`src/sv/bpa_pkg.sv`:
```
// bpa_pkg: shared types and constants of the buddy page allocator
// command and response words, status codes, map port control
// no dependencies
`timescale 1ns / 1ps
`default_nettype none

package bpa_pkg;

	localparam int ORDERS_DEF     = 6;
	localparam int PAGE_SHIFT_DEF = 12;
	localparam int ADDR_W         = 48;
	localparam int ORD_W          = 3;

	localparam logic ACT_ALLOC = 1'b0;
	localparam logic ACT_FREE  = 1'b1;

	typedef enum logic [1:0] {
		ST_OK        = 2'd0,
		ST_NO_MEM    = 2'd1,
		ST_NOT_ALLOC = 2'd2,
		ST_BAD_ORDER = 2'd3
	} status_t;

	typedef struct packed {
		logic              action;
		logic [ORD_W-1:0]  order;
		logic [ADDR_W-1:0] block_address;
	} cmd_t;

	typedef struct packed {
		logic [ADDR_W-1:0] result_address;
		status_t           status;
	} rsp_t;

	// one read port and one write port of a map memory
	typedef struct packed {
		logic             rd_en;
		logic [ORD_W-1:0] rd_idx;
		logic             wr_en;
		logic [ORD_W-1:0] wr_idx;
	} map_ctl_t;

endpackage

`default_nettype wire

```
`src/sv/buddy_page_allocator_top.sv`:
```
// buddy_page_allocator_top: buddy page allocator sequencer and result register
// walks the per-order free and used bitmaps held in bpa_maps
// depends on bpa_pkg and bpa_maps
//
//   port group        dir  width            role
//   start / busy      in   1 / out 1        command word taken when start && !busy
//   cmd               in   cmd_t (52)       action, order, block_address
//   done / result     out  1 / rsp_t (50)   result word, valid for one cycle
//   cfg_wr_en/data    in   1 / 48           region_base write, no read-back
//
// one command in flight; busy is high from the cycle after acceptance through done
// allocate: probe free rows upward from the requested order, split back down, mark used
// free: probe used rows upward from order 0, then merge with free buddies upward
// no memory or not allocated: every order is probed; bad order or bad address: straight
// from decode to done; the one-row-per-cycle map read port sets the pace
// after reset all map rows read as their reset pattern at once; no sweep
// the result cannot be stalled: done is a one-cycle strobe
`timescale 1ns / 1ps
`default_nettype none

module buddy_page_allocator_top #(
	parameter int ORDERS     = bpa_pkg::ORDERS_DEF,
	parameter int PAGE_SHIFT = bpa_pkg::PAGE_SHIFT_DEF
) (
	input  wire logic                       clk,
	input  wire logic                       arst_n,
	input  wire logic                       start,
	output logic                            busy,
	input  wire bpa_pkg::cmd_t              cmd,
	output logic                            done,
	output bpa_pkg::rsp_t                   result,
	input  wire logic                       cfg_wr_en,
	input  wire logic [bpa_pkg::ADDR_W-1:0] cfg_wr_data
);

	localparam int PAGES  = 1 << ORDERS;
	localparam int IDX_W  = $clog2(ORDERS);
	localparam int ADDR_W = bpa_pkg::ADDR_W;
	localparam int ORD_W  = bpa_pkg::ORD_W;

	// sequencer states, one-hot
	typedef enum logic [12:0] {
		S_IDLE    = 13'b0000000000001,
		S_DECODE  = 13'b0000000000010,
		S_A_RD    = 13'b0000000000100,  // probe free row for allocate
		S_A_CHK   = 13'b0000000001000,
		S_A_TOP   = 13'b0000000010000,  // take lowest block of the found order
		S_A_SPLIT = 13'b0000000100000,  // leave upper halves free going down
		S_A_URD   = 13'b0000001000000,
		S_A_UWR   = 13'b0000010000000,  // mark the block allocated
		S_F_RD    = 13'b0000100000000,  // probe used row for free
		S_F_CHK   = 13'b0001000000000,
		S_F_FRD   = 13'b0010000000000,
		S_F_MERGE = 13'b0100000000000,  // merge with buddy while it is free
		S_DONE    = 13'b1000000000000
	} state_t;

	state_t                 state_q;
	logic [ADDR_W-1:0]      base_q;
	bpa_pkg::cmd_t          cmd_q;
	bpa_pkg::rsp_t          rsp_q;
	logic [IDX_W-1:0]       idx_q;   // order being worked on
	logic [ORDERS-1:0]      page_q;  // page of the block being worked on
	logic [PAGES-1:0]       word_q;

	bpa_pkg::map_ctl_t      free_ctl;
	bpa_pkg::map_ctl_t      used_ctl;
	logic [PAGES-1:0]       free_wdata;
	logic [PAGES-1:0]       used_wdata;
	logic [PAGES-1:0]       free_rdata;
	logic [PAGES-1:0]       used_rdata;

	logic [IDX_W-1:0]       ord_idx;
	logic                   ord_bad;
	logic [ADDR_W-1:0]      offset;
	logic                   addr_bad;
	logic [ORDERS-1:0]      low_p;
	logic                   last;
	logic [ORDERS-1:0]      order_bit;
	logic [ORDERS-1:0]      buddy;
	logic [ORDERS-1:0]      split_pg;
	logic [PAGES-1:0]       bit_p;
	logic [PAGES-1:0]       bit_b;
	logic [PAGES-1:0]       merge_word;
	logic                   can_merge;
	logic                   used_hit;
	logic [ADDR_W-1:0]      alloc_addr;

	// lowest set bit, priority encoder over one map row
	function automatic logic [ORDERS-1:0] lowest(input logic [PAGES-1:0] w);
		logic [ORDERS-1:0] r;
		r = '0;
		for (int i = PAGES - 1; i >= 0; i--) begin
			if (w[i]) begin
				r = ORDERS'(i);
			end
		end
		return r;
	endfunction

	bpa_maps #(
		.ORDERS(ORDERS)
	) u_maps (
		.clk       (clk),
		.arst_n    (arst_n),
		.free_ctl  (free_ctl),
		.free_wdata(free_wdata),
		.free_rdata(free_rdata),
		.used_ctl  (used_ctl),
		.used_wdata(used_wdata),
		.used_rdata(used_rdata)
	);

	// decode of the latched command
	assign ord_idx  = cmd_q.order[IDX_W-1:0];
	assign ord_bad  = cmd_q.order >= ORD_W'(ORDERS);
	// byte offset into the region, wraps modulo 2^48
	assign offset   = cmd_q.block_address - base_q;
	assign addr_bad = (|offset[PAGE_SHIFT-1:0]) || (|offset[ADDR_W-1:PAGE_SHIFT+ORDERS]);

	// per-order bit arithmetic
	assign low_p      = lowest(free_rdata);
	assign last       = idx_q == IDX_W'(ORDERS - 1);
	assign order_bit  = ORDERS'(1) << idx_q;
	assign buddy      = page_q ^ order_bit;
	// upper half of the split block; stays inside the region
	assign split_pg   = page_q + order_bit;
	assign bit_p      = PAGES'(1) << page_q;
	assign bit_b      = PAGES'(1) << buddy;
	assign merge_word = free_rdata | bit_p;
	// the top order never merges further
	assign can_merge  = !last && merge_word[buddy];
	assign used_hit   = used_rdata[page_q];
	assign alloc_addr = base_q + (ADDR_W'(page_q) << PAGE_SHIFT);

	// map port control
	always_comb begin
		free_ctl   = '0;
		used_ctl   = '0;
		free_wdata = '0;
		used_wdata = '0;
		case (state_q)
			S_A_RD: begin
				free_ctl.rd_en  = 1'b1;
				free_ctl.rd_idx = ORD_W'(idx_q);
			end
			S_A_TOP: begin
				free_ctl.wr_en  = 1'b1;
				free_ctl.wr_idx = ORD_W'(idx_q);
				free_wdata      = word_q & ~bit_p;
			end
			S_A_SPLIT: begin
				// these rows were empty, so only the upper half remains
				free_ctl.wr_en  = 1'b1;
				free_ctl.wr_idx = ORD_W'(idx_q);
				free_wdata      = PAGES'(1) << split_pg;
			end
			S_A_URD: begin
				used_ctl.rd_en  = 1'b1;
				used_ctl.rd_idx = ORD_W'(ord_idx);
			end
			S_A_UWR: begin
				used_ctl.wr_en  = 1'b1;
				used_ctl.wr_idx = ORD_W'(ord_idx);
				used_wdata      = used_rdata | bit_p;
			end
			S_F_RD: begin
				used_ctl.rd_en  = 1'b1;
				used_ctl.rd_idx = ORD_W'(idx_q);
			end
			S_F_CHK: begin
				used_ctl.wr_en  = used_hit;
				used_ctl.wr_idx = ORD_W'(idx_q);
				used_wdata      = used_rdata & ~bit_p;
			end
			S_F_FRD: begin
				free_ctl.rd_en  = 1'b1;
				free_ctl.rd_idx = ORD_W'(idx_q);
			end
			S_F_MERGE: begin
				// write this order and fetch the next one in the same cycle
				free_ctl.wr_en  = 1'b1;
				free_ctl.wr_idx = ORD_W'(idx_q);
				free_wdata      = can_merge ? (merge_word & ~(bit_p | bit_b)) : merge_word;
				free_ctl.rd_en  = can_merge;
				free_ctl.rd_idx = ORD_W'(idx_q) + ORD_W'(1);
			end
			default: begin
			end
		endcase
	end

	// control state
	always_ff @(posedge clk or negedge arst_n) begin
		if (!arst_n) begin
			state_q <= S_IDLE;
			base_q  <= '0;
		end else begin
			if (cfg_wr_en) begin
				base_q <= cfg_wr_data;
			end
			case (state_q)
				S_IDLE: begin
					if (start) begin
						state_q <= S_DECODE;
					end
				end
				S_DECODE: begin
					if (cmd_q.action == bpa_pkg::ACT_ALLOC) begin
						state_q <= ord_bad ? S_DONE : S_A_RD;
					end else begin
						state_q <= addr_bad ? S_DONE : S_F_RD;
					end
				end
				S_A_RD: state_q <= S_A_CHK;
				S_A_CHK: begin
					if (free_rdata != '0) begin
						state_q <= S_A_TOP;
					end else if (last) begin
						state_q <= S_DONE;
					end else begin
						state_q <= S_A_RD;
					end
				end
				S_A_TOP: state_q <= (idx_q == ord_idx) ? S_A_URD : S_A_SPLIT;
				S_A_SPLIT: begin
					if (idx_q == ord_idx) begin
						state_q <= S_A_URD;
					end
				end
				S_A_URD: state_q <= S_A_UWR;
				S_A_UWR: state_q <= S_DONE;
				S_F_RD: state_q <= S_F_CHK;
				S_F_CHK: begin
					if (used_hit) begin
						state_q <= S_F_FRD;
					end else if (last) begin
						state_q <= S_DONE;
					end else begin
						state_q <= S_F_RD;
					end
				end
				S_F_FRD: state_q <= S_F_MERGE;
				S_F_MERGE: begin
					if (!can_merge) begin
						state_q <= S_DONE;
					end
				end
				S_DONE: state_q <= S_IDLE;
				default: state_q <= S_IDLE;
			endcase
		end
	end

	// working registers and result word
	always_ff @(posedge clk) begin
		case (state_q)
			S_IDLE: begin
				if (start) begin
					cmd_q <= cmd;
				end
			end
			S_DECODE: begin
				rsp_q.result_address <= '0;
				if (cmd_q.action == bpa_pkg::ACT_ALLOC) begin
					idx_q        <= ord_idx;
					rsp_q.status <= ord_bad ? bpa_pkg::ST_BAD_ORDER : bpa_pkg::ST_OK;
				end else begin
					idx_q        <= '0;
					page_q       <= offset[PAGE_SHIFT+ORDERS-1:PAGE_SHIFT];
					rsp_q.status <= addr_bad ? bpa_pkg::ST_NOT_ALLOC : bpa_pkg::ST_OK;
				end
			end
			S_A_CHK: begin
				if (free_rdata != '0) begin
					page_q <= low_p;
					word_q <= free_rdata;
				end else if (last) begin
					rsp_q.status <= bpa_pkg::ST_NO_MEM;
				end else begin
					idx_q <= idx_q + IDX_W'(1);
				end
			end
			S_A_TOP, S_A_SPLIT: begin
				if (idx_q != ord_idx) begin
					idx_q <= idx_q - IDX_W'(1);
				end
			end
			S_A_UWR: begin
				rsp_q.result_address <= alloc_addr;
			end
			S_F_CHK: begin
				if (!used_hit) begin
					if (last) begin
						rsp_q.status <= bpa_pkg::ST_NOT_ALLOC;
					end else begin
						idx_q <= idx_q + IDX_W'(1);
					end
				end
			end
			S_F_MERGE: begin
				if (can_merge) begin
					page_q <= page_q & ~order_bit;
					idx_q  <= idx_q + IDX_W'(1);
				end
			end
			default: begin
			end
		endcase
	end

	assign busy   = state_q != S_IDLE;
	assign done   = state_q == S_DONE;
	assign result = rsp_q;

endmodule

`default_nettype wire

```
`src/sv/bpa_maps.sv`:
```
// bpa_maps: free and used bitmaps, one row per order, synchronous read
// rows carry a valid bit so an unwritten row reads as its reset pattern
// depends on bpa_pkg
`timescale 1ns / 1ps
`default_nettype none

module bpa_maps #(
	parameter int ORDERS = bpa_pkg::ORDERS_DEF
) (
	input  wire logic                   clk,
	input  wire logic                   arst_n,
	input  wire bpa_pkg::map_ctl_t      free_ctl,
	input  wire logic [(1<<ORDERS)-1:0] free_wdata,
	output logic      [(1<<ORDERS)-1:0] free_rdata,
	input  wire bpa_pkg::map_ctl_t      used_ctl,
	input  wire logic [(1<<ORDERS)-1:0] used_wdata,
	output logic      [(1<<ORDERS)-1:0] used_rdata
);

	localparam int PAGES = 1 << ORDERS;
	localparam int IDX_W = $clog2(ORDERS);

	logic [PAGES-1:0] free_mem [ORDERS];
	logic [PAGES-1:0] used_mem [ORDERS];
	logic [ORDERS-1:0] free_vld_q;
	logic [ORDERS-1:0] used_vld_q;

	logic [PAGES-1:0] free_rd_s1;
	logic [PAGES-1:0] used_rd_s1;
	logic             free_rvld_s1;
	logic             used_rvld_s1;
	logic [IDX_W-1:0] free_ridx_s1;
	logic [PAGES-1:0] free_reset_val;

	// memory arrays, no reset
	always_ff @(posedge clk) begin
		if (free_ctl.wr_en) begin
			free_mem[free_ctl.wr_idx[IDX_W-1:0]] <= free_wdata;
		end
		if (used_ctl.wr_en) begin
			used_mem[used_ctl.wr_idx[IDX_W-1:0]] <= used_wdata;
		end
		if (free_ctl.rd_en) begin
			free_rd_s1   <= free_mem[free_ctl.rd_idx[IDX_W-1:0]];
			free_ridx_s1 <= free_ctl.rd_idx[IDX_W-1:0];
		end
		if (used_ctl.rd_en) begin
			used_rd_s1 <= used_mem[used_ctl.rd_idx[IDX_W-1:0]];
		end
	end

	// row valid bits
	always_ff @(posedge clk or negedge arst_n) begin
		if (!arst_n) begin
			free_vld_q   <= '0;
			used_vld_q   <= '0;
			free_rvld_s1 <= 1'b0;
			used_rvld_s1 <= 1'b0;
		end else begin
			if (free_ctl.wr_en) begin
				free_vld_q[free_ctl.wr_idx[IDX_W-1:0]] <= 1'b1;
			end
			if (used_ctl.wr_en) begin
				used_vld_q[used_ctl.wr_idx[IDX_W-1:0]] <= 1'b1;
			end
			if (free_ctl.rd_en) begin
				free_rvld_s1 <= free_vld_q[free_ctl.rd_idx[IDX_W-1:0]];
			end
			if (used_ctl.rd_en) begin
				used_rvld_s1 <= used_vld_q[used_ctl.rd_idx[IDX_W-1:0]];
			end
		end
	end

	// order k starts out with a single free block at page 2^k
	assign free_reset_val = PAGES'(1) << (ORDERS'(1) << free_ridx_s1);

	assign free_rdata = free_rvld_s1 ? free_rd_s1 : free_reset_val;
	assign used_rdata = used_rvld_s1 ? used_rd_s1 : '0;

endmodule

`default_nettype wire

```
`config.mk`:
```
export PLATFORM = sky130hd
export DESIGN_NAME = buddy_page_allocator_top
export DESIGN_NICKNAME = d
export VERILOG_FILES = /design/src/sv/bpa_pkg.sv /design/src/sv/buddy_page_allocator_top.sv /design/src/sv/bpa_maps.sv
export SDC_FILE = /design/constraint.sdc
export NUM_CORES = 2
export LEC_CHECK = 0
export BUFFER_PORTS_ARGS = -buffer_cell sky130_fd_sc_hd__buf_2
export CAP_MARGIN = 10
export CORE_MARGIN = 3
export CORE_UTILIZATION = 30
export CTS_BUF_LIST = sky130_fd_sc_hd__clkbuf_2 sky130_fd_sc_hd__clkbuf_4 sky130_fd_sc_hd__clkbuf_8
export CTS_CLUSTER_DIAMETER = 200
export DETAILED_ROUTE_END_ITERATION = 7
export HOLD_SLACK_MARGIN = 0.06
export PLACE_DENSITY_LB_ADDON = 0.1
export SYNTH_ARGS = -nofsm -noshare
export SYNTH_HDL_FRONTEND = slang
export SYNTH_SLANG_ARGS = --single-unit
```
`constraint.sdc`:
```
create_clock -name clk -period 6.75 [get_ports clk]
set_input_delay 0.675 -clock clk [delete_from_list [all_inputs] [get_ports clk]]
set_output_delay 0.675 -clock clk [all_outputs]
set_load 0.1 [all_outputs]
```
==> key figures <==
Layout
  – Fillers: 17500
  – Final instance area: 61600 um^2
  – Layout Area Growth over Synthesis: 16.4%
  – Core Util, Final: 0.353
  – Commonest non-fill, non-tap cell in the layout: edfxtp_1
  – Fin cells: 7364
  – Net count, final: 5043
  – Most frequent cells in the layout: 1074 x edfxtp_1, 958 x nand2_1, 292 x a21oi_1, 288 x nor2_1, 215 x a31oi_1
  – Share of post-route cells with drive strength above 1: 0.133

Floorplanning
  – DIE HEIGHT: 426 um
  – Die outline width: 426 um
  – Initial core utilization: 0.303
  – Ports: 156
  – Core area: 175000 um^2
  – Die ar.: 181000 um^2
  – Std-Cell Rows: 153

Synth
  – Async set-or-reset flop fraction in the synthesized netlist: 0.0653
  – Register bit total from synthesis: 1149
  – Yosys top cell area share: 0.609
  – Number of synthesized flops with an enable pin: 1074
  – Ys flop type: edfxtp_1
  – Yosys top cell by area: edfxtp_1
  – Mapped cell area: 52900 um^2
  – Synth Net Count: 4756
  – Largest cells by area after synthesis: edfxtp_1 61%, nand2_1 6.8%, dfrtp_1 3.5%, a21oi_1 2.8%, a31oi_1 2.6%
  – Avg Inst Size Synth: 11.6 um^2
  – Synthesis Warnings: 0
  – Synth Instances: 4579
  – Sequential element share of the synthesized area: 0.645
  – Unique masters post-synth: 94

Routing
  – Post-DRT Antenna Nets: 0
  – DR DRC count: 0
  – Post-DR vias/cell: 5.26
  – 1st-pass router iterations: 8
  – Starting DRC count in detailed routing: 3960
  – Detailed Route WL: 190000 um
  – Routed vias: 38800
  – Wire length per cell: 25.7 um

STA
  – Clk_skew: 0.0661 ns
  – Final Hold Viols: 0
  – Measured slew at the worst slew-check pin: 1.11 ns
  – Fmax: 172 MHz
  – RSZ-0062 raised after global routing: false
  – Final setup fails: 0
  – Final Max Slew Viols: 0
  – Slew HR: 0.259
  – Fin crit period: 5.81 ns
  – Final period util: 0.860
  – Worst Hold Slack: 0.212 ns

Pwr
  – Total chip power: 0.0177 W
  – Leak: 21.5 nW
  – Pwr/cell area: 287 nW/um^2
  – VDD IR max: 0.214 mV

Critical path
  – Worst setup SP type: flop
  – Crit path DAT: 6.45 ns
  – Critical path peak fanout: 36
  – CP endpoint kind: flop
  – WP data required: 7.39 ns
  – WS Path Type: flop to flop

Place
  – DP HPWL: 122000 um
  – Placement Cell Area: 56500 um^2
  – Post-Place Cells: 6882
  – Buffers on Ports: 155
  – Gpl congestion: 0.930

Clock tree
  – Post-CTS Setup Bufs: 0
  – Clock transition at path regs: 0.06 ns
  – Total CTS buffers: 205
  – Clock Sink Count: 1149
  – Clock Latency Late Sink: 0.97 ns
  – CTS tree: yes
  – H-Tree Depth: 4
  – Clock Path Buffers: 3
  – CTS resizes: 0
  – Clock tree root driver cell: clkbuf_8

Global route
  – Overflow after GRT: 0
  – Initial antenna violation count: 8
  – Largest net degree at the start of global routing: 152
  – GRT Resource Usage Total: 0.205
  – First-pass GRT wire length: 273000 um
  – Vias in the first global route: 37900

Run
  – Max-cap violation count: 0

Worst hold path
  – Hold/Removal Path Class: input pin to asynchronous set/reset pin

Run status
  – Status: complete, no violations
## state kept, by name, summed over array words and instances, names as in the netlist, 3 cells and up
| name | count |
|---|---|
| u_maps.free_rd_s1 | 64 |
| u_maps.used_mem | 384 |
| base_q | 48 |
| u_maps.free_vld_q | 6 |
| page_q | 6 |
| cmd_q | 49 |
| result | 50 |
| ord_idx | 3 |
| u_maps.used_vld_q | 6 |
| idx_q | 3 |
| u_maps.free_ridx_s1 | 3 |
| u_maps.used_rd_s1 | 64 |
| word_q | 64 |
| state_q | 13 |
| u_maps.free_mem | 384 |
## cell usage after synthesis (22+ instances only)
cell type / number
nor3_1: 41
a221o_1: 41
edfxtp_1: 1074
nand3_1: 80
buf_2: 61
o21ai_0: 181
o221ai_1: 69
a21o_1: 22
a211oi_1: 92
nand4_1: 22
mux2i_1: 70
a31oi_1: 216
and3_1: 83
clkbuf_1: 173
buf_1: 23
and2_0: 38
nor2b_1: 22
nor2_1: 290
a21oi_1: 292
nand2b_1: 24
ha_1: 70
inv_1: 155
dfrtp_1: 74
xnor2_1: 45
nand2_1: 959
and2_1: 42
## stage by stage
stage | setup TNS [ns] | setup WS [ns]
after CTS | 0 | 1.02
final | 0 | 0.944
after floorplan | -4.46 | -0.0636
after global routing | 0 | 0.780
after global placement | 0 | 1.19
after detailed placement | 0 | 1.03
## where the power goes
part / total, W / switching [W] / internal (W)
clock network: 0.00651 / 0.00303 / 0.00348
logic: 0.00310 / 0.00228 / 0.000825
registers: 0.00809 / 0.000133 / 0.00795
total: 0.0177 / 0.00544 / 0.0123
## critical path: stages, from the launching register on
cell and delay, ns:
edfxtp_1 0.60, inv_1 0.36, ha_1 0.23, nand2_1 0.08
ha_1 0.30, buf_4 0.38, nor2_1 0.20, nand2_1 0.53
o22ai_1 0.20, a211o_1 0.29, a31oi_1 0.22, a211oi_1 0.09
or4_1 0.58, o21ai_4 0.30, nand2_1 0.24, nand2b_4 0.53
buf_4 0.29
## layout make-up
cell class / instances / area, um^2 / area share
clock buffer: 280 / 3430 / 0.0557
timing repair buffer: 345 / 2610 / 0.0424
antenna: 9 / 22.5 / 0.000366
sequential: 1149 / 34100 / 0.554
tap: 2325 / 2910 / 0.0472
clock inverter: 91 / 613 / 0.00996
inverter: 157 / 594 / 0.00965
multi-input combinational: 3008 / 17300 / 0.281
## worst paths after layout
path                                            from                    end  slack (ns)  depth (start not counted)
worst max-delay path                        idx_q[0]  u_maps.free_rd_s1[13]        0.94                         16
worst max register to register              idx_q[0]  u_maps.free_rd_s1[13]        0.94                         16
worst min register to register  u_maps.used_vld_q[2]   u_maps.used_vld_q[2]        0.46                          1
worst min-delay path                          arst_n             base_q[39]        0.21                          2
max in group asynchronous                     arst_n    u_maps.used_rvld_s1        5.27                          3
min in group clk                             cmd[39]              cmd_q[39]        0.44                          2
## repair_timing
| item | in CTS | in global routing |
|---|---|---|
| hold endpoints to repair | 131 | 0 |
| endpoints found under the setup margin | 0 | 0 |
| hold buffers | 102 | 0 |
## cell families after synthesis
group / Yosys count / synth area share
and+or+nand+nor: 1713 / 0.144
DFF: 1149 / 0.645
muxes: 90 / 0.0209
adders and majority gates: 73 / 0.0177
AOI/OAI and AO/OA: 1075 / 0.131
xor gates and xnor gates: 57 / 0.00943
buffers and inverters: 422 / 0.0320
## layer usage
| layer | GRT usage | vias up | part of all wire | routed length (um) |
|---|---|---|---|---|
| li1 | - | 17600 | - | - |
| met1 | 0.302 | 19500 | 0.47 | 89800 |
| met2 | 0.304 | 1386 | 0.43 | 81700 |
| met3 | 0.0400 | 308 | 0.067 | 12700 |
| met4 | 0.0633 | 0 | 0.028 | 5320 |
| met5 | 0 | - | 0 | 0 |
Note: power is estimated with default switching activity, not from simulation.
